**config.mk**
```make
export PLATFORM = sky130hd
export DESIGN_NAME = bba_ctrl
export DESIGN_NICKNAME = d
export VERILOG_FILES = /design/src/design/buddy_block_allocator_macros.svh /design/src/design/bba_pkg.sv /design/src/design/bba_ctrl.sv
export SDC_FILE = /design/constraint.sdc
export NUM_CORES = 1
export LEC_CHECK = 0
export BUFFER_PORTS_ARGS = -buffer_cell sky130_fd_sc_hd__buf_2
export CAP_MARGIN = 30
export CORE_MARGIN = 1.5
export CORE_UTILIZATION = 54
export CTS_CLUSTER_SIZE = 40
export DETAILED_ROUTE_END_ITERATION = 10
export PLACE_DENSITY = 0.83
export SLEW_MARGIN = 20
export SYNTH_ARGS = -nofsm -noshare
export SYNTH_HDL_FRONTEND = slang
export SYNTH_SLANG_ARGS = --single-unit
export TNS_END_PERCENT = 100
```
**constraint.sdc**
```tcl
create_clock -name clk -period 3.4 [get_ports clk]
set_input_delay 0.17 -clock clk [delete_from_list [all_inputs] [get_ports clk]]
set_output_delay 0.17 -clock clk [all_outputs]
set_load 0.1 [all_outputs]
```
**src/design/buddy_block_allocator_macros.svh**
```systemverilog
// ----------------------------------------------------------------------------
// Buddy block allocator assertion macros
// Shared concurrent assertion forms, clocked on clk and disabled in reset.
// ----------------------------------------------------------------------------
`ifndef BUDDY_BLOCK_ALLOCATOR_MACROS_SVH
`define BUDDY_BLOCK_ALLOCATOR_MACROS_SVH

// same-cycle implication
`define BBA_ASSERT_IMP(lbl, ante, cons) \
	lbl: assert property (@(posedge clk) disable iff (!arst_n) (ante) |-> (cons)) \
		else $error("buddy allocator check failed");

// next-cycle implication
`define BBA_ASSERT_NEXT(lbl, ante, cons) \
	lbl: assert property (@(posedge clk) disable iff (!arst_n) (ante) |=> (cons)) \
		else $error("buddy allocator check failed");

`endif

```
**src/design/bba_pkg.sv**
```systemverilog
// ----------------------------------------------------------------------------
// Buddy block allocator package
// Sizes, operation and status codes, controller/datapath types and helpers.
// ----------------------------------------------------------------------------
package bba_pkg;

	localparam int MAX_PAGES  = 1024;
	localparam int TREE_NODES = 2 * MAX_PAGES;
	localparam int PAGE_W     = 11;
	localparam int OFF_W      = 10;
	localparam int WANT_W     = PAGE_W + 1;
	localparam int IDX_W      = $clog2(TREE_NODES);

	localparam logic [PAGE_W-1:0] RESET_POOL = PAGE_W'(MAX_PAGES);

	localparam logic [1:0] KIND_ALLOC = 2'd0;
	localparam logic [1:0] KIND_FREE  = 2'd1;
	localparam logic [1:0] KIND_QUERY = 2'd2;

	localparam logic [1:0] ST_OK       = 2'd0;
	localparam logic [1:0] ST_NO_SPACE = 2'd1;
	localparam logic [1:0] ST_NOT_ALLOC = 2'd2;
	localparam logic [1:0] ST_OUT_POOL = 2'd3;

	typedef enum logic [3:0] {
		DP_NOP,
		DP_LOAD,
		DP_A_INIT,
		DP_A_STEP,
		DP_CLIMB,
		DP_FOUND,
		DP_MARK,
		DP_UP,
		DP_RESULT,
		DP_OUT,
		DP_CLR_INIT,
		DP_CLR_STEP
	} dp_op_t;

	typedef struct packed {
		dp_op_t     op;
		logic [1:0] res;
	} bba_cmd_t;

	typedef struct packed {
		logic       cfg_ok;
		logic [1:0] in_kind;
		logic [1:0] kind;
		logic       root_short;
		logic       pool_is_want;
		logic       half_is_want;
		logic       oob;
		logic       node_zero;
		logic       at_root;
		logic       clr_last;
	} bba_sts_t;

	function automatic logic is_pow2(input logic [PAGE_W-1:0] v);
		return (v != '0) && ((v & (v - PAGE_W'(1))) == '0);
	endfunction

	// round up to a power of two, zero taken as one
	function automatic logic [WANT_W-1:0] round_pow2(input logic [PAGE_W-1:0] req);
		logic [PAGE_W-1:0] v;
		v = (req == '0) ? '0 : req - PAGE_W'(1);
		v = v | (v >> 1);
		v = v | (v >> 2);
		v = v | (v >> 4);
		v = v | (v >> 8);
		return {1'b0, v} + WANT_W'(1);
	endfunction

	function automatic logic [IDX_W-1:0] child_l(input logic [IDX_W-1:0] x);
		return {x[IDX_W-2:0], 1'b1};
	endfunction

	function automatic logic [IDX_W-1:0] child_r(input logic [IDX_W-1:0] x);
		return {x[IDX_W-2:0], 1'b0} + IDX_W'(2);
	endfunction

	function automatic logic [IDX_W-1:0] parent_of(input logic [IDX_W-1:0] x);
		logic [IDX_W:0] p1;
		p1 = {1'b0, x} + (IDX_W+1)'(1);
		return p1[IDX_W:1] - IDX_W'(1);
	endfunction

endpackage

```
**src/design/bba_ctrl.sv**
```systemverilog
// ----------------------------------------------------------------------------
// Buddy block allocator controller
// Sequences tree rebuild, descent, climb and parent update over the datapath.
// ----------------------------------------------------------------------------
module bba_ctrl (
	input  logic              clk,
	input  logic              arst_n,
	input  logic              req_valid,
	output logic              req_ready,
	output logic              rsp_valid,
	input  logic              rsp_ready,
	input  logic              cfg_valid,
	output logic              cfg_ready,
	input  bba_pkg::bba_sts_t sts,
	output bba_pkg::bba_cmd_t cmd
);

	typedef enum logic [7:0] {
		S_CLEAR   = 8'b0000_0001,
		S_IDLE    = 8'b0000_0010,
		S_A_CHK   = 8'b0000_0100,
		S_A_DESC  = 8'b0000_1000,
		S_F_CLIMB = 8'b0001_0000,
		S_MARK    = 8'b0010_0000,
		S_UP      = 8'b0100_0000,
		S_DONE    = 8'b1000_0000
	} state_t;

	state_t state_q, state_d;
	logic   out_valid_q;

	assign cfg_ready = 1'b1;
	assign req_ready = (state_q == S_IDLE) && !cfg_valid;
	assign rsp_valid = out_valid_q;

	always_comb begin
		state_d = state_q;
		cmd.op  = bba_pkg::DP_NOP;
		cmd.res = bba_pkg::ST_OK;
		if (cfg_valid && sts.cfg_ok) begin
			cmd.op  = bba_pkg::DP_CLR_INIT;
			state_d = S_CLEAR;
		end else begin
			unique case (state_q)
				S_CLEAR: begin
					cmd.op = bba_pkg::DP_CLR_STEP;
					if (sts.clr_last)
						state_d = S_IDLE;
				end
				S_IDLE: begin
					if (req_valid && req_ready) begin
						cmd.op = bba_pkg::DP_LOAD;
						case (sts.in_kind) inside
							bba_pkg::KIND_ALLOC: state_d = S_A_CHK;
							bba_pkg::KIND_FREE, bba_pkg::KIND_QUERY: state_d = S_F_CLIMB;
							default: state_d = S_DONE;
						endcase
					end
				end
				S_A_CHK: begin
					if (sts.root_short) begin
						cmd.op  = bba_pkg::DP_RESULT;
						cmd.res = bba_pkg::ST_NO_SPACE;
						state_d = S_DONE;
					end else begin
						cmd.op  = bba_pkg::DP_A_INIT;
						state_d = sts.pool_is_want ? S_MARK : S_A_DESC;
					end
				end
				S_A_DESC: begin
					cmd.op = bba_pkg::DP_A_STEP;
					if (sts.half_is_want)
						state_d = S_MARK;
				end
				S_F_CLIMB: begin
					if (sts.oob) begin
						cmd.op  = bba_pkg::DP_RESULT;
						cmd.res = bba_pkg::ST_OUT_POOL;
						state_d = S_DONE;
					end else if (sts.node_zero) begin
						cmd.op  = bba_pkg::DP_FOUND;
						state_d = (sts.kind == bba_pkg::KIND_FREE) ? S_MARK : S_DONE;
					end else if (sts.at_root) begin
						cmd.op  = bba_pkg::DP_RESULT;
						cmd.res = bba_pkg::ST_NOT_ALLOC;
						state_d = S_DONE;
					end else begin
						cmd.op = bba_pkg::DP_CLIMB;
					end
				end
				S_MARK: begin
					cmd.op  = bba_pkg::DP_MARK;
					state_d = sts.at_root ? S_DONE : S_UP;
				end
				S_UP: begin
					cmd.op = bba_pkg::DP_UP;
					if (sts.at_root)
						state_d = S_DONE;
				end
				S_DONE: begin
					// hold until the output register is free
					if (!out_valid_q || rsp_ready) begin
						cmd.op  = bba_pkg::DP_OUT;
						state_d = S_IDLE;
					end
				end
				default: state_d = S_CLEAR;
			endcase
		end
	end

	always_ff @(posedge clk or negedge arst_n) begin
		if (!arst_n) begin
			state_q     <= S_CLEAR;
			out_valid_q <= 1'b0;
		end else begin
			state_q <= state_d;
			if (cmd.op == bba_pkg::DP_OUT)
				out_valid_q <= 1'b1;
			else if (rsp_ready)
				out_valid_q <= 1'b0;
		end
	end

endmodule

```
Yosys cells after proc, flatten, opt, wreduce, memory -nomap -nowiden
Cells that the tools add are included. Widths: inputs -> output; s select.

Flip-flop bits (word level): 9.

Equality and inequality tests: 16. Muxes and demuxes: 30. Reduce and logical (&&, ||, !) cells: 10.

Operator list (count): $mux 8 (13); $pmux 8 s8 (1); $pmux 4 s8 (1); $mux 4 (5); $mux 6 (2); $ne 3x3->1 const B (3); $eq 8x1->1 const B (1); $eq 8x2->1 const B (1); $eq 8x3->1 const B (1); $eq 8x4->1 const B (1); $eq 8x5->1 const B (1); $eq 8x6->1 const B (1); $eq 8x7->1 const B (1); $eq 8x8->1 const B (1); $mux 2 (3); $eq 2x1->1 const B (2); $eq 4x4->1 const B (1); $mux 1 (4); $pmux 2 s2 (1); $reduce_and 4->1 (1); $logic_and 1x1->1 (3); $ne 3x1->1 const B (1); $eq 2x2->1 const B (1); $logic_not 1->1 (2); 4 further kinds (4).

Logic depth before layout (Yosys ltp)
Word-level depth: 8. Depth in mapped cells: 7. Gate-level depth less buffers: 6.

Worst setup path after synthesis
OpenSTA, ideal clock, no wires.

Path type: register to output. Start point: register state_q[1]. End point: output cmd[2] in the netlist's numbering. Data arrival time: 2929 ps. Data required time: 3230 ps. Path slack: 301 ps. Stages on the path, launching flop included: 6. Cell sequence: dfrtp_1 nor4_4 nand4b_1 inv_1 a21boi_0 a41oi_1.

RTL lines: start: declaration (RTL line bba_ctrl.sv:29) `state_t state_q, state_d;`; start signal: assignment (RTL line bba_ctrl.sv:117) `state_q <= state_d;`; end: declaration (RTL line bba_ctrl.sv:15) `output bba_pkg::bba_cmd_t cmd`.

==> results.yml <==
status:
  run_status: "completed"
pwr:
  static-leakage-power_nw: 0.511
  power.share.switching_pct: 57.7
  combPwrFrac_pct: 64.6
  p_sw_w: 0.000399
  powerDensity_nw_per_um2: 670
  pwr-share-seq_pct: 23.8
  power.ir.vdd_worst_v: 0.000539
  power.clock.fraction_pct: 11.5
  cell_internal_pwr_w: 0.000292
sta:
  final_slew_violations: 0
  worst_clock_skew_ns: 0.00587
  hold_violations_final: 0
  rsz0062_at_grt: "false"
  min_period_over_period_pct: 76.0
  finalSetupViolCount: 0
  setup_ws_ns: 0.816
  fmax_mhz: 387
  final_period_minus_worst_setup_slack_ns: 2.58
  total_negative_slack_ns: 0
final_layout:
  layout-area-overhead-vs-synth_pct: 18.1
  fillers: 131
  antenna_cells: 0
  finalCoreUtilization_pct: 68.4
  fraction_of_final_layout_cells_sized_beyond_drive_strength_1_pct: 31.8
  commonest_cells_after_routing_fill_and_taps_aside: "sky130_fd_sc_hd__buf_2 (24), sky130_fd_sc_hd__nand2_1 (12), sky130_fd_sc_hd__nor2_1 (11), sky130_fd_sc_hd__dfrtp_1 (8), sky130_fd_sc_hd__a21oi_1 (6)"
  layout_commonest_cell: "sky130_fd_sc_hd__buf_2"
  num-nets-final: 149
floorplanning:
  core.rowCount: 14
  core_um2: 1510
  boundaryPins: 26
  floorplan.initialDensity_pct: 58.0
  die_height_um: 43.2
  dieWidth_um: 43.2
  floorplan.die_area_um2: 1870
critical_path:
  critPathLaunchType: "register"
  cp_data_arrival_time_ns: 2.41
  crit_path_max_fanout: 7
  critPathLaunch: "state_q[1]"
  crit_family: "simple AND/OR/NAND/NOR gates"
  critical-path-max-stage-delay_ns: 0.49
  critPathBufInv: 2
  critical_path_required_ns: 3.23
  crit_path_cell_trace: "nor4_4, nand4b_1, inv_1, a21boi_0, a41oi_1, buf_2"
  regToRegSetupSlack_ns: 1.41
  path_class: "register to primary output"
  critical_path.endpoint_type: "primary output"
  slowest_stage: "sky130_fd_sc_hd__dfrtp_1"
  launch_instance_of_the_worst_register_to_register_path: "state_q[7]"
synthesis:
  ys.flop_type: "sky130_fd_sc_hd__dfrtp_1"
  number_of_flops_mapped_to_enable_cells_by_yosys: 0
  yosysWarnings: 0
  synth.lib_cells_used.distinct: 41
  syn-cell-area_um2: 873
  synthArstFlopShare_pct: 100
  yosysSeqAreaShare_pct: 25.9
  postSynthAreaPerCell_um2: 8.56
  synth-seq-cells: 9
  synthesis.instances: 102
  synth_fp_nets: 121
drt:
  detailedRoute.firstIterationViolations: 37
  drtPass1Iterations: 4
  vias: 931
  routed_wirelength_um: 2210
  antenna_left: 0
  avgViaCountPerCell: 6.42
  drcViolationCount: 0
  wl_per_cell_um: 15.2
clock_network:
  tritoncts.num_buffers: 3
  tritoncts_clock_tree: "done"
  cts-root-to-sink-buffers: 2
  cts_max_level: 1
  cts.clk_slew.worst_paths_ns: 0.06
  cts.repair.resized: 0
  num_clock_sinks: 9
  clk-insertion-delay-late_ns: 0.26
  clk_root_buffer_cell: "sky130_fd_sc_hd__clkbuf_4"
place:
  dp_hpwl_um: 1810
  pre_cts_ws_ns: 1.14
  globalplace.congestion: 0.934
  port_buf_inserts: 24
grt:
  initial_antenna_violation_count: 0
  total_grt_overflow: 0
  grt_start_max_net_pins: 10
  grt_pass1_wl_um: 3660
  number_of_global_route_vias_before_repair: 885
  grtUsageTotal_pct: 26.2
job:
  number_of_violations_of_the_max_capacitance_limit: 0
hold_path:
  min_from: "sts[5]"
  min_path_type: "input port to register"
==> power groups by stage <==
stage / logic [W] / clock network [W] / registers, W
2_1_floorplan: 0.000332 / 0 / 0.000195
3_3_place_gp: 0.000436 / 0 / 0.000163
3_5_place_dp: 0.000443 / 0 / 0.000165
4_1_cts: 0.000444 / 0.0000828 / 0.000164
5_1_grt: 0.000468 / 0.0000898 / 0.000168
6_report: 0.000447 / 0.0000796 / 0.000165
==> path summary, 6_finish.rpt <==
path,endpoint,cells after the start
setup / recovery,cmd[2],6
hold / removal,state_q[3],2
setup reg to reg,state_q[1],6
hold reg to reg,rsp_valid,2
max in group asynchronous,state_q[0],2
min in group asynchronous,rsp_valid,2
==> state kept, by name (all words and copies together), names as in the netlist <==
signal     flops
state_q        8
rsp_valid      1
==> through the flow <==
step | power (W) | hold slack (ns) | area [µm²] | std cells
final | 0.000691 | 0.138 | 1030 | 145
after global routing | 0.000725 | 0.127 | 1030 | 145
after CTS | 0.000691 | 0.121 | 1030 | 145
after detailed placement | 0.000608 | 0.0224 | 995 | 140
after global placement | 0.000599 | 0.0210 | 995 | 140
after floorplan | 0.000528 | -0.126 | 873 | 102
==> what timing repair did <==
action                                 CTS  global route
hold buffers                             1             0
endpoints found under the hold margin    9             0
setup buffers                            0             0
==> cell families (layout without fill, tap and decap cells) <==
group | count (synthesis) | after routing | synth area share, %
compound gates | 28 | 28 | 23.6
xor+xnor | 2 | 2 | 2.01
other cells | 1 | 1 | 0.429
buf+inv | 7 | 34 | 4.30
fa+ha+maj | 2 | 2 | 2.86
flops | 9 | 9 | 25.9
simple gates | 53 | 53 | 40.8
==> synthesized netlist by cell type, drive strengths merged (2+ instances only) <==
library cell	instances	area share (%)
a21o	3	2.6
a21oi	7	4.4
and2	3	2.3
and4b	2	2.6
buf	2	2.1
dfrtp	8	23
ha	2	2.9
inv	5	2.1
nand2	12	5.2
nand2b	3	2.1
nand3	4	2.3
nand3b	2	1.7
nand4	2	1.4
nand4b	5	5.7
nor2	11	4.7
nor2b	3	2.1
nor4	2	4.9
o211ai	2	1.7
o21ai	6	4.3
xor2	2	2.0
==> routing by layer <==
metal  part of all wire, %  global-route usage [%]  wire, µm  vias up
li1                      -                       -         -      433
met1                    42                    34.3       921      445
met2                    49                    43.0      1080       49
met3                   8.9                    6.38       197        4
met4                  0.54                    6.67        12        0
met5                     0                       0         0        -
==> area by class of cell <==
cell class / count / area (µm²) / share of cell area [%]
Tap cell: 16 / 20.0 / 1.94
Multi-Input combinational cell: 86 / 609 / 59.1
Timing Repair Buffer: 25 / 130 / 12.6
Clock buffer: 4 / 26.3 / 2.55
Inverter: 5 / 18.8 / 1.82
Sequential cell: 9 / 226 / 22.0
(Power assumes the default switching activity.)
